<file path="config.mk">
export PLATFORM = sky130hd
export DESIGN_NAME = paged_soa_layout_address_gen_top
export DESIGN_NICKNAME = d
export VERILOG_FILES = /design/src/hdl/psag_pkg.sv /design/src/hdl/paged_soa_layout_address_gen_top.sv
export SDC_FILE = /design/constraint.sdc
export NUM_CORES = 2
export LEC_CHECK = 0
export ABC_CLOCK_PERIOD_IN_PS = 10600
export BUFFER_PORTS_ARGS = -buffer_cell sky130_fd_sc_hd__buf_4
export CAP_MARGIN = 20
export CORE_MARGIN = 2
export CORE_UTILIZATION = 50
export DETAILED_ROUTE_END_ITERATION = 6
export PLACE_DENSITY_LB_ADDON = 0.1
export SLEW_MARGIN = 20
export SYNTH_ARGS = -nofsm -noshare
export SYNTH_HDL_FRONTEND = slang
export SYNTH_SLANG_ARGS = --single-unit
</file>
<file path="constraint.sdc">
create_clock -name clk -period 10.6 [get_ports clk]
set_clock_uncertainty 0.2 [all_clocks]
set_input_delay 0.53 -clock clk [delete_from_list [all_inputs] [get_ports clk]]
set_output_delay 0.53 -clock clk [all_outputs]
set_load 0.02 [all_outputs]
</file>
<file path="src/hdl/psag_pkg.sv">
// ----------------------------------------------------------------------------
// Paged SoA address generator package
// Shared codes and widths for the layout address generator and its checker.
// ----------------------------------------------------------------------------
package psag_pkg;

  localparam int unsigned IN_DATA_W  = 72;
  localparam int unsigned OUT_DATA_W = 64;
  localparam int unsigned CFG_IDX_W  = 2;
  localparam int unsigned CFG_DATA_W = 24;

  localparam int unsigned DIV_W      = 25;
  localparam int unsigned DIV_STEP_W = $clog2(DIV_W);

  localparam logic [15:0] PAGE_SIZE_RST = 16'd1024;

  typedef enum logic [1:0] {
    STATUS_OK        = 2'd0,
    STATUS_NOT_FOUND = 2'd1,
    STATUS_FULL      = 2'd2
  } status_t;

  typedef enum logic {
    OP_ADD   = 1'b0,
    OP_QUERY = 1'b1
  } op_t;

  typedef enum logic [CFG_IDX_W-1:0] {
    CFG_PAGED_MODE    = 2'd0,
    CFG_PAGE_SIZE     = 2'd1,
    CFG_REQ_INSTANCES = 2'd2
  } cfg_reg_t;

endpackage

</file>
<file path="src/hdl/paged_soa_layout_address_gen_top.sv">
// ----------------------------------------------------------------------------
// Paged SoA layout address generator
// Builds a segment table of component arrays and answers byte address
// queries against it, in continuous or paged layout.
// ----------------------------------------------------------------------------
// An add aligns the running end, multiplies out its span and appends it; a query
// reads and compares the segments in turn. Paged mode adds a restoring page
// divide for the total (one bit per cycle over 25 bits), and a paged hit a second
// one for the instance. One shared multiplier and one shared adder do the rest.
// A result is loaded once the previous one has gone; the next input is taken in
// the cycle after that. Synchronous active-low reset clears count and end and resets the config.

module paged_soa_layout_address_gen_top #(
  parameter int unsigned MAX_SEGMENTS = 16
) (
  input  logic                               clk,
  input  logic                               rst_n,
  input  logic                               in_tvalid,
  output logic                               in_tready,
  // component, element stride, alignment, instance index, zero padding
  input  logic [psag_pkg::IN_DATA_W-1:0]     in_tdata,
  // op
  input  logic                               in_tuser,
  output logic                               out_tvalid,
  input  logic                               out_tready,
  // byte_offset, total_bytes
  output logic [psag_pkg::OUT_DATA_W-1:0]    out_tdata,
  // status
  output logic [1:0]                         out_tuser,
  input  logic                               cfg_valid,
  output logic                               cfg_ready,
  input  logic [psag_pkg::CFG_IDX_W-1:0]     cfg_index,
  input  logic [psag_pkg::CFG_DATA_W-1:0]    cfg_data
);

  localparam int unsigned IDX_W = (MAX_SEGMENTS > 1) ? $clog2(MAX_SEGMENTS) : 1;
  localparam int unsigned CNT_W = $clog2(MAX_SEGMENTS + 1);

  typedef enum logic [3:0] {
    S_IDLE,
    S_ALIGN,
    S_SPAN_MUL,
    S_APPEND,
    S_SEARCH_RD,
    S_SEARCH_CMP,
    S_QDIV,
    S_QMUL_A,
    S_QADD_A,
    S_QMUL_B,
    S_QADD_B,
    S_TOT,
    S_TDIV,
    S_TMUL,
    S_DONE
  } state_t;

  state_t state_r;

  logic        paged_mode_r;
  logic [15:0] page_size_r;
  logic [23:0] req_inst_r;

  logic [CNT_W-1:0] count_r;
  logic [31:0]      end_r;
  logic [IDX_W-1:0] idx_r;

  logic [15:0] comp_r;
  logic [15:0] stride_r;
  logic [12:0] align_r;
  logic [23:0] inst_r;
  logic [31:0] base_r;
  logic [31:0] acc_r;
  logic [31:0] prod_r;
  logic [31:0] offset_r;
  logic [31:0] total_r;
  logic [1:0]  status_r;

  logic [psag_pkg::DIV_W-1:0]      quo_r;
  logic [15:0]                     rem_r;
  logic [psag_pkg::DIV_STEP_W-1:0] step_r;

  logic                            out_tvalid_r;
  logic [psag_pkg::OUT_DATA_W-1:0] out_tdata_r;
  logic [1:0]                      out_tuser_r;

  logic [15:0] seg_comp_mem   [MAX_SEGMENTS];
  logic [15:0] seg_stride_mem [MAX_SEGMENTS];
  logic [31:0] seg_base_mem   [MAX_SEGMENTS];
  logic [15:0] rd_comp_r;
  logic [15:0] rd_stride_r;
  logic [31:0] rd_base_r;

  logic [15:0] ps_eff;
  logic [31:0] page_bytes;
  logic [12:0] align_m1;
  logic [31:0] add_a;
  logic [31:0] add_b;
  logic [31:0] add_sum;
  logic [31:0] mul_a;
  logic [31:0] mul_b;
  logic [63:0] mul_full;
  logic [16:0] div_trial;
  logic        div_ge;
  logic [16:0] div_diff;
  logic [15:0] div_rem_nxt;
  logic        last_entry;
  logic        table_full;
  logic        out_free;
  logic [psag_pkg::DIV_W-1:0] pages_dividend;

  assign in_tready  = (state_r == S_IDLE);
  assign cfg_ready  = 1'b1;
  assign out_tvalid = out_tvalid_r;
  assign out_tdata  = out_tdata_r;
  assign out_tuser  = out_tuser_r;

  assign ps_eff     = (page_size_r == 16'd0) ? 16'd1 : page_size_r;
  assign page_bytes = (end_r + 32'd255) & ~32'd255;
  assign align_m1   = (align_r == 13'd0) ? 13'd0 : align_r - 13'd1;
  assign last_entry = ((CNT_W'(idx_r) + CNT_W'(1)) == count_r);
  assign table_full = (count_r >= CNT_W'(MAX_SEGMENTS));
  assign out_free   = !out_tvalid_r || out_tready;

  assign pages_dividend = {1'b0, req_inst_r} + {9'd0, ps_eff} - 25'd1;

  always_comb begin
    case (state_r)
      S_ALIGN: begin
        add_a = end_r;
        add_b = {19'd0, align_m1};
      end
      S_APPEND: begin
        add_a = base_r;
        add_b = prod_r;
      end
      S_QADD_A: begin
        add_a = rd_base_r;
        add_b = prod_r;
      end
      S_QADD_B: begin
        add_a = acc_r;
        add_b = prod_r;
      end
      default: begin
        add_a = 32'd0;
        add_b = 32'd0;
      end
    endcase
  end

  assign add_sum = add_a + add_b;

  always_comb begin
    case (state_r)
      S_SPAN_MUL: begin
        mul_a = {16'd0, stride_r};
        mul_b = paged_mode_r ? {16'd0, ps_eff} : {8'd0, req_inst_r};
      end
      S_QMUL_A: begin
        mul_a = paged_mode_r ? {7'd0, quo_r} : {8'd0, inst_r};
        mul_b = paged_mode_r ? page_bytes : {16'd0, rd_stride_r};
      end
      S_QMUL_B: begin
        mul_a = {16'd0, rem_r};
        mul_b = {16'd0, rd_stride_r};
      end
      S_TMUL: begin
        mul_a = page_bytes;
        mul_b = {7'd0, quo_r};
      end
      default: begin
        mul_a = 32'd0;
        mul_b = 32'd0;
      end
    endcase
  end

  assign mul_full = mul_a * mul_b;

  assign div_trial   = {rem_r, quo_r[psag_pkg::DIV_W-1]};
  assign div_ge      = (div_trial >= {1'b0, ps_eff});
  assign div_diff    = div_trial - {1'b0, ps_eff};
  assign div_rem_nxt = div_ge ? div_diff[15:0] : div_trial[15:0];

  always_ff @(posedge clk) begin
    if (state_r == S_APPEND) begin
      seg_comp_mem[count_r[IDX_W-1:0]]   <= comp_r;
      seg_stride_mem[count_r[IDX_W-1:0]] <= stride_r;
      seg_base_mem[count_r[IDX_W-1:0]]   <= base_r;
    end
    rd_comp_r   <= seg_comp_mem[idx_r];
    rd_stride_r <= seg_stride_mem[idx_r];
    rd_base_r   <= seg_base_mem[idx_r];
  end

  always_ff @(posedge clk) begin
    if (!rst_n) begin
      state_r      <= S_IDLE;
      paged_mode_r <= 1'b0;
      page_size_r  <= psag_pkg::PAGE_SIZE_RST;
      req_inst_r   <= 24'd0;
      count_r      <= '0;
      end_r        <= 32'd0;
      idx_r        <= '0;
      step_r       <= '0;
      out_tvalid_r <= 1'b0;
    end else begin
      if (cfg_valid && cfg_ready) begin
        case (cfg_index)
          psag_pkg::CFG_PAGED_MODE:    paged_mode_r <= cfg_data[0];
          psag_pkg::CFG_PAGE_SIZE:     page_size_r  <= cfg_data[15:0];
          psag_pkg::CFG_REQ_INSTANCES: req_inst_r   <= cfg_data;
          default: ;
        endcase
      end

      if (out_tvalid_r && out_tready && (state_r != S_DONE)) begin
        out_tvalid_r <= 1'b0;
      end

      case (state_r)
        S_IDLE: begin
          if (in_tvalid) begin
            comp_r   <= in_tdata[15:0];
            stride_r <= in_tdata[31:16];
            align_r  <= in_tdata[44:32];
            inst_r   <= in_tdata[68:45];
            offset_r <= 32'd0;
            status_r <= psag_pkg::STATUS_OK;
            idx_r    <= '0;
            if (in_tuser == psag_pkg::OP_ADD) begin
              if (table_full) begin
                status_r <= psag_pkg::STATUS_FULL;
                state_r  <= S_TOT;
              end else begin
                state_r <= S_ALIGN;
              end
            end else if (count_r == '0) begin
              status_r <= psag_pkg::STATUS_NOT_FOUND;
              state_r  <= S_TOT;
            end else begin
              state_r <= S_SEARCH_RD;
            end
          end
        end
        S_ALIGN: begin
          base_r  <= add_sum & ~{19'd0, align_m1};
          state_r <= S_SPAN_MUL;
        end
        S_SPAN_MUL: begin
          prod_r  <= mul_full[31:0];
          state_r <= S_APPEND;
        end
        S_APPEND: begin
          end_r    <= add_sum;
          count_r  <= count_r + CNT_W'(1);
          offset_r <= base_r;
          state_r  <= S_TOT;
        end
        S_SEARCH_RD: begin
          state_r <= S_SEARCH_CMP;
        end
        S_SEARCH_CMP: begin
          if (rd_comp_r == comp_r) begin
            if (paged_mode_r) begin
              quo_r   <= {1'b0, inst_r};
              rem_r   <= 16'd0;
              step_r  <= '0;
              state_r <= S_QDIV;
            end else begin
              state_r <= S_QMUL_A;
            end
          end else if (last_entry) begin
            status_r <= psag_pkg::STATUS_NOT_FOUND;
            state_r  <= S_TOT;
          end else begin
            idx_r   <= idx_r + IDX_W'(1);
            state_r <= S_SEARCH_RD;
          end
        end
        S_QDIV: begin
          quo_r  <= {quo_r[psag_pkg::DIV_W-2:0], div_ge};
          rem_r  <= div_rem_nxt;
          step_r <= step_r + psag_pkg::DIV_STEP_W'(1);
          if (step_r == psag_pkg::DIV_STEP_W'(psag_pkg::DIV_W - 1)) begin
            state_r <= S_QMUL_A;
          end
        end
        S_QMUL_A: begin
          prod_r  <= mul_full[31:0];
          state_r <= S_QADD_A;
        end
        S_QADD_A: begin
          if (paged_mode_r) begin
            acc_r   <= add_sum;
            state_r <= S_QMUL_B;
          end else begin
            offset_r <= add_sum;
            state_r  <= S_TOT;
          end
        end
        S_QMUL_B: begin
          prod_r  <= mul_full[31:0];
          state_r <= S_QADD_B;
        end
        S_QADD_B: begin
          offset_r <= add_sum;
          state_r  <= S_TOT;
        end
        S_TOT: begin
          if (paged_mode_r) begin
            quo_r   <= pages_dividend;
            rem_r   <= 16'd0;
            step_r  <= '0;
            state_r <= S_TDIV;
          end else begin
            total_r <= end_r;
            state_r <= S_DONE;
          end
        end
        S_TDIV: begin
          quo_r  <= {quo_r[psag_pkg::DIV_W-2:0], div_ge};
          rem_r  <= div_rem_nxt;
          step_r <= step_r + psag_pkg::DIV_STEP_W'(1);
          if (step_r == psag_pkg::DIV_STEP_W'(psag_pkg::DIV_W - 1)) begin
            state_r <= S_TMUL;
          end
        end
        S_TMUL: begin
          total_r <= mul_full[31:0];
          state_r <= S_DONE;
        end
        S_DONE: begin
          if (out_free) begin
            out_tvalid_r <= 1'b1;
            out_tdata_r  <= {total_r, offset_r};
            out_tuser_r  <= status_r;
            state_r      <= S_IDLE;
          end
        end
        default: begin
          state_r <= S_IDLE;
        end
      endcase
    end
  end

endmodule

</file>
## Word-level counts from Yosys, hierarchy flattened

Memory sizes are Yosys's and may differ from the RTL's. A register that Yosys moved wholly into a read port is not among the register bits.
Cells that the tools add are included.

- Bits in registers: 430
- Bits in latches: 0
- Bits in writable memories: 1024
- Memory bits (read-only): 0
- Input bits: 104
- Output and inout bits: 69
- Word-level logic and storage cells: 160
- Memories kept: 3

- Add/sub/neg operators: 10
- Multiply operators: 1
- Divide/modulo/power cells: 0
- Order comparisons: 2
- Eq/ne operators: 32
- Shifts and indexed selects: 0
- Multiplexer cells: 54
- Bitwise operators: 2
- Reductions and logical operators: 33

Memories:

| memory | depth | width | rd ports | clocked after memory_dff | wr ports | line | text |
|---|---|---|---|---|---|---|---|
| seg_base_mem | 16 | 32 | 1 | 1 | 1 | paged_soa_layout_address_gen_top.sv:88 | `logic [31:0] seg_base_mem [MAX_SEGMENTS];` |
| seg_comp_mem | 16 | 16 | 1 | 1 | 1 | paged_soa_layout_address_gen_top.sv:86 | `logic [15:0] seg_comp_mem [MAX_SEGMENTS];` |
| seg_stride_mem | 16 | 16 | 1 | 1 | 1 | paged_soa_layout_address_gen_top.sv:87 | `logic [15:0] seg_stride_mem [MAX_SEGMENTS];` |

Operators by type and width:

| kind | count |
|---|---|
| $pmux 32 s4 | 4 |
| $mux 32 | 4 |
| $pmux 32 s2 | 2 |
| $mux 25 | 4 |
| $pmux 25 s3 | 1 |
| $mux 16 | 4 |
| $pmux 4 s14 | 1 |
| $mux 4 | 12 |
| $pmux 16 s3 | 1 |
| $add 32x32->32 | 1 |
| $add 32x8->32 const B | 1 |
| $and 32x32->32 | 1 |
| $mul 32x32->32 | 1 |
| $not 13->32 | 1 |
| $eq 4x4->1 const B | 7 |
| $add 24x16->25 | 1 |
| $sub 25x1->25 const B | 1 |
| $mux 24 | 1 |
| $ne 2x2->1 const B | 12 |
| $ge 17x16->1 | 1 |
| $eq 16x16->1 | 1 |
| $eq 4x3->1 const B | 4 |
| $logic_not 16->1 | 1 |
| $sub 16x16->16 | 1 |
| 35 further kinds | 66 |

## Longest topological paths before layout

- Word-level depth: 6
- Mapped depth: 38
- Gate-level depth less buffers: 33

## Worst setup path before layout

OpenSTA, ideal clock, no wires.

- Path type: flip-flop to flip-flop
- Start point: register state_r[2]
- End point: register total_r[30] (data pin)
- Setup time: 0.260 ns
- Data arrival time: 9.018 ns
- Required time: 10.140 ns
- Path slack: 1.122 ns
- Cell stages (with the launch flop): 37
- Buffers on the path: 8
- Clock period less this slack: 9.478 ns
- Cell sequence: dfxtp_1 -> buf_2 -> and2b_1 -> nor2b_1 -> buf_2 -> buf_4 -> clkbuf_1 -> clkbuf_1 -> clkbuf_1 -> a21oi_1 -> clkbuf_1 -> nor2_1 -> fa_1 -> fa_1 -> fa_1 -> inv_1 -> fa_1 -> inv_1 -> fa_1 -> inv_1 -> fa_1 -> inv_1 -> fa_1 -> fa_1 -> ha_1 -> clkbuf_1 -> a21oi_1 -> nor2b_1 -> o21ai_0 -> nand2b_1 -> a21oi_1 -> nor2b_1 -> a311o_1 -> a41o_1 -> o41a_1 -> xor2_1 -> mux2_2

- Word-level cells in the longest chain between the ends: 4
- Elaborated cells between the ends (all ways): 9
- Those cells by class: mul (1); eq/ne (5); mux (3)

Ends and longest elaborated chain:

| item | line | text |
|---|---|---|
| from (decl) | paged_soa_layout_address_gen_top.sv:57 | `state_t state_r;` |
| from (signal assigned) | paged_soa_layout_address_gen_top.sv:198 | `state_r <= S_IDLE;` |
| from (signal assigned) | paged_soa_layout_address_gen_top.sv:234 | `state_r <= S_TOT;` |
| from (signal assigned) | paged_soa_layout_address_gen_top.sv:236 | `state_r <= S_ALIGN;` |
| $eq 4x4->1, or another cell as far along | paged_soa_layout_address_gen_top.sv:154 | `case (state_r)` |
| $pmux 32 s4 | paged_soa_layout_address_gen_top.sv:154 |  |
| $mul 32x32->32 (*) | paged_soa_layout_address_gen_top.sv:178 | `assign mul_full = mul_a * mul_b;` |
| via mul_full[30] | paged_soa_layout_address_gen_top.sv:101 | `logic [63:0] mul_full;` |
| $pmux 32 s2 (*) | paged_soa_layout_address_gen_top.sv:221 | `case (state_r)` |
| to (signal assigned) | paged_soa_layout_address_gen_top.sv:317 | `total_r <= end_r;` |
| to (signal assigned) | paged_soa_layout_address_gen_top.sv:330 | `total_r <= mul_full[31:0];` |
| to (decl) | paged_soa_layout_address_gen_top.sv:75 | `logic [31:0] total_r;` |

Mark *: on every way through the listed nets, which the timed path passes. The rest lies on a longest branch.
A chain may end at the register's enable or synchronous reset.

## Worst setup path in the final report

- Start point: register state_r[1]
- End point: register total_r[31] (data pin)

The elaborated chain is that of the path after synthesis.

==> results.md <==
Pwr:
- The maximum vdd ir drop is 0.0001579 V.
- The power density normalized to cell area is between 150 and 200 nW/um2.
- The leakage dissipation is 32.49 nW.

Setup path:
- Of all nets on the critical path, the largest fanout is 13.
- The maximum cell stage delay along the critical path is 850 ps.
- The buffers plus inverters on the worst setup path is 5.
- The critical path crosses 30 cells after its start point.
- The endpoint kind of the worst setup timing path is a flop.
- The most common cell type on the critical path is fa_1.
- The dominant delay contributor by cell family on the critical path is adder cells.
- The launching element type of the critical path is a flop.
- The first element of the critical path is state_r[1].
- At the worst endpoint, the required time is 10,930 ps.
- In this run the register-to-register setup slack is 430 ps.
- The endpoint of the worst register-to-register path is total_r[31].
- In this run the critical register-to-register path is launched from state_r[1].
- The critical path data arrival time is 10,500 ps.
- The number of cells on the worst reg-to-reg path is 30.
- The cell type of the slowest stage on the worst timing path is and2_0.
- The setup path with the least slack is of type reg -> reg.
- In this run the worst setup path terminates at total_r[31].

CTS:
- The number of gates given a new drive strength after cts is 0.
- Once the clock tree was built, the setup fixing pass inserted 0 buffers.
- The number of H-tree branching levels is 4.
- After clock tree synthesis, the clock-pin slew on the worst setup and hold paths is 60 ps.
- For this design, the CTS-stage hold fixing added 94 buffers.
- Counting every sink on the clock net gives 1,518.
- The clock tree root driver cell is clkbuf_16.
- The number of clock buffers inserted by TritonCTS is 158.
- The clock latency reported for the late side of the worst-skew pair is about 800 ps.
- The TritonCTS clock tree is done.
- The maximum clock path buffer count is 3.

Synthesis:
- The mean instance size in the synthesized netlist is 14.17 um2.
- The number of enable flip-flop cells after synthesis is between 1,000 and 1,500.
- The share of synthesized area in the top cell type comes to 52.61%.
- The cell area after technology mapping is 77,750 um2.
- By count the netlist is led by 1,362 x edfxtp_1, 618 x inv_1, 604 x nand2_1.
- Synthesis inferred 1,518 register bits.
- The distinct cell type count after synthesis is 92.
- The proportion of register bits with asynchronous set or reset after synthesis is 0%.
- The main combinational cell family by area after synthesis is adder cells.
- The synthesized netlist devotes between 2 and 2.5% of its cell area to XOR and XNOR gates.
- After Yosys synthesis, and, or, nand and nor cells account for under 10% of the synthesized area.
- The commonest register cell after synthesis is edfxtp_1.
- Of the total synthesized cell area, the portion taken by full adders, half adders and majority gates is roughly 14%.
- Of the post-synthesis cell area, the part taken by muxes is between 9 and 10%.
- The leading cell type by number of instances after synthesis is edfxtp_1.
- Yosys printed 0 warnings.
- Yosys attributes the largest share of cell area to edfxtp_1 53%, fa_1 11%, mux4_2 9.3%, dfxtp_1 4.0%, ha_1 3.5%.
- Synthesis produced a netlist whose cell count is 5,488.
- The sequential fraction of the synthesis area is 56.62%.
- The synthesized-area fraction occupied by ao, oa, aoi and oai cells is roughly 5.9%.
- The synthesized net count is 6,220.
- The largest total area in the synthesized netlist belongs to edfxtp_1.

Floorplanning:
- The core box area is 154,200 um2.
- The cell row count is approximately 140.
- The floorplan die height is between 300 and 400 um.
- Pin placement for this block handled 173 I/O pins.
- The floorplan step set the die width to 398.3 um.
- The starting density of the core is roughly half.
- The area enclosed by the die boundary is approximately 160,000 um2.

Placement:
- The post-detailed-placement half-perimeter wirelength is approximately 150,000 um.
- Input and output buffers added on the ports amount to 168.
- The minimum setup slack after placement is 634.9 ps.
- The placer's final routability congestion estimate is 0.9597.

STA:
- The portion of the clock cycle consumed by the worst path in the final layout is 95.94%.
- The routed design could run at a clock period as short as between 10,000 and 15,000 ps.
- Measured against its own limit, the worst slew margin works out to a little over a fifth.
- For the final routed database, the setup TNS stands at 0 ps.
- The max-slew violation count was 0.
- The highest achievable clock rate is 98.33 MHz.
- The total count of hold-check failures in the final report is 0.
- The total of endpoints with negative setup slack in the final report is 0.
- The minimum hold slack is 51.77 ps.
- Setup repair after global routing left no endpoint under its margin.
- The final worst-path setup slack is around 430 ps.
- The transition time of the tightest slew-check pin is approximately 1200 ps.

Drt:
- The final route contains 46,880 vias.
- The final layout contains routed wiring with a total length of 217,700 um.
- The count of antenna-violating nets left after detailed routing is 0.
- The detailed-route wire length per cell is about 27 um.
- The count of unresolved DRC violations after routing is 2.
- The first-iteration detailed-routing DRC count is between 4,000 and 5,000.
- For this run, the detailed router's first-pass iteration total came to 7.
- The routed via count divided by cell count is 5.866.

GRT:
- The first global-routing pass estimated 317,500 um of wire.
- Global routing used 38.20% of the available met1 tracks.
- The maximum number of pins on one net before global-route repair is 99.
- The global-route congestion overflow total is 0.
- For met3 alone, demand over resource in global routing was 5.416%.
- For this run, the total global-route usage over all layers was measured as 27.69%.
- The initial antenna violation count was 8.
- The met2 layer usage reported by global route is 43.81%.
- The number of global-route vias before repair is 47,260.
- The global routing stage identified its most utilized layer as met2.

Min path:
- The worst hold path belongs to the class in -> reg.

Run status:
- The run finished, with violations left.
- The final reports fail on design-rule violations.

Cells and area:
- The area growth from synthesis to layout is 13.39%.
- The net count reported at finish is 6,542.
- Of the cells placed in the final design, the portion with a size suffix greater than 1 is 16.28%.

Flow run:
- The count of maximum capacitance violations is 0.
[worst register-to-register path, delay by kind of cell (launching register included)]
kind,cells,cell delay [ps]
AND/OR/NAND/NOR,3,1450
AO/OA/AOI/OAI,3,1170
multiplexers,1,250
XOR/XNOR,10,2280
adder cells (fa/ha/maj),8,3960
flip-flops,1,320
buffers and inverters,5,300
[cells in the final DEF, fill, tap and decap left out, types with 12 or more instances in the layout]
cell	count
dfxtp_1	152
clkinv_2	23
a221o_1	12
mux2i_1	14
xnor2_1	112
clkinv_1	20
a222oi_1	36
nor2b_1	28
clkbuf_16	160
clkbuf_1	46
nand2_1	604
nor2_4	15
a22oi_1	53
buf_4	322
nor2_1	311
o21ai_0	128
edfxtp_1	1362
dlygate4sd3_1	94
clkbuf_8	12
xor2_1	75
nand3_1	69
fa_1	411
and2_1	66
nand2b_1	38
and3_1	19
nor3_1	23
mux2_2	12
a21o_1	54
a21oi_1	105
a21boi_0	72
o211ai_1	12
nor4_1	21
mux4_2	320
ha_1	217
inv_1	618
o21a_1	19
o21bai_1	19
a22o_1	29
[power by group]
| group | switching [mW] | internal, mW |
|---|---|---|
| logic | 1.86 | 0.981 |
| registers | 0.391 | 7.06 |
| clock network | 2.39 | 3.11 |
| total | 4.63 | 11.1 |
[worst min-delay path by stage]
| stage | from | to | slack (ps) | cells past startpoint |
|---|---|---|---|---|
| 2_1_floorplan | offset_r[0] | out_tdata[0] | 200 | 0 |
| 3_3_place_gp | offset_r[31] | out_tdata[31] | 200 | 0 |
| 3_5_place_dp | total_r[19] | out_tdata[51] | 200 | 0 |
| 4_1_cts | cfg_index[0] | paged_mode_r | 10 | 4 |
| 5_1_grt | cfg_index[0] | paged_mode_r | 60 | 4 |
| 6_report | cfg_index[0] | paged_mode_r | 50 | 4 |
[routing by layer]
metal / share of wire (%) / wire length [um] / vias to the layer above
met5: 0.0060 / 13 / -
met4: 4.0 / 8759 / 2
met3: 7.6 / 16630 / 384
met2: 47 / 102900 / 1816
met1: 41 / 89400 / 24380
li1: - / - / 20300
[metrics by stage]
stage,utilization [%],power [mW],cells,instance area [um2]
floorplan,-,9.116,5488,77750
global placement,53.17,10.30,7598,82000
detailed placement,53.17,10.34,7598,82000
CTS,57.14,15.84,7987,88120
global route,57.15,16.34,7989,88150
finish,57.16,15.78,7992,88150
[flip-flops by register name, indices dropped and copies added (netlist names), 24 cells and up]
| name | cells |
|---|---|
| seg_stride_mem | 256 |
| seg_comp_mem | 256 |
| end_r | 32 |
| quo_r | 25 |
| total_r | 32 |
| offset_r | 32 |
| inst_r | 24 |
| prod_r | 32 |
| seg_base_mem | 512 |
| out_tdata | 64 |
| rd_base_r | 32 |
| base_r | 32 |
| req_inst_r | 24 |
| acc_r | 32 |
[final cells by class]
class,instances,area (um2)
clock inverter,77,842.1
sequential,1518,44040
multi-input combinational,3094,30640
clock buffer,218,4342
fill,12320,66070
antenna,3,7.507
tap,2044,2557
timing repair buffer,420,3406
inverter,618,2320
[kinds of logic (layout without fill, tap and decap cells)]
group           Yosys count  count (layout)
compound gates          645             645
xor+xnor                194             194
fa+ha+maj               628             628
buf+inv                 876            1333
flops                  1518            1518
mux                     347             347
other cells               1               4
simple gates           1279            1279
Power figures use the tool's default switching activity.
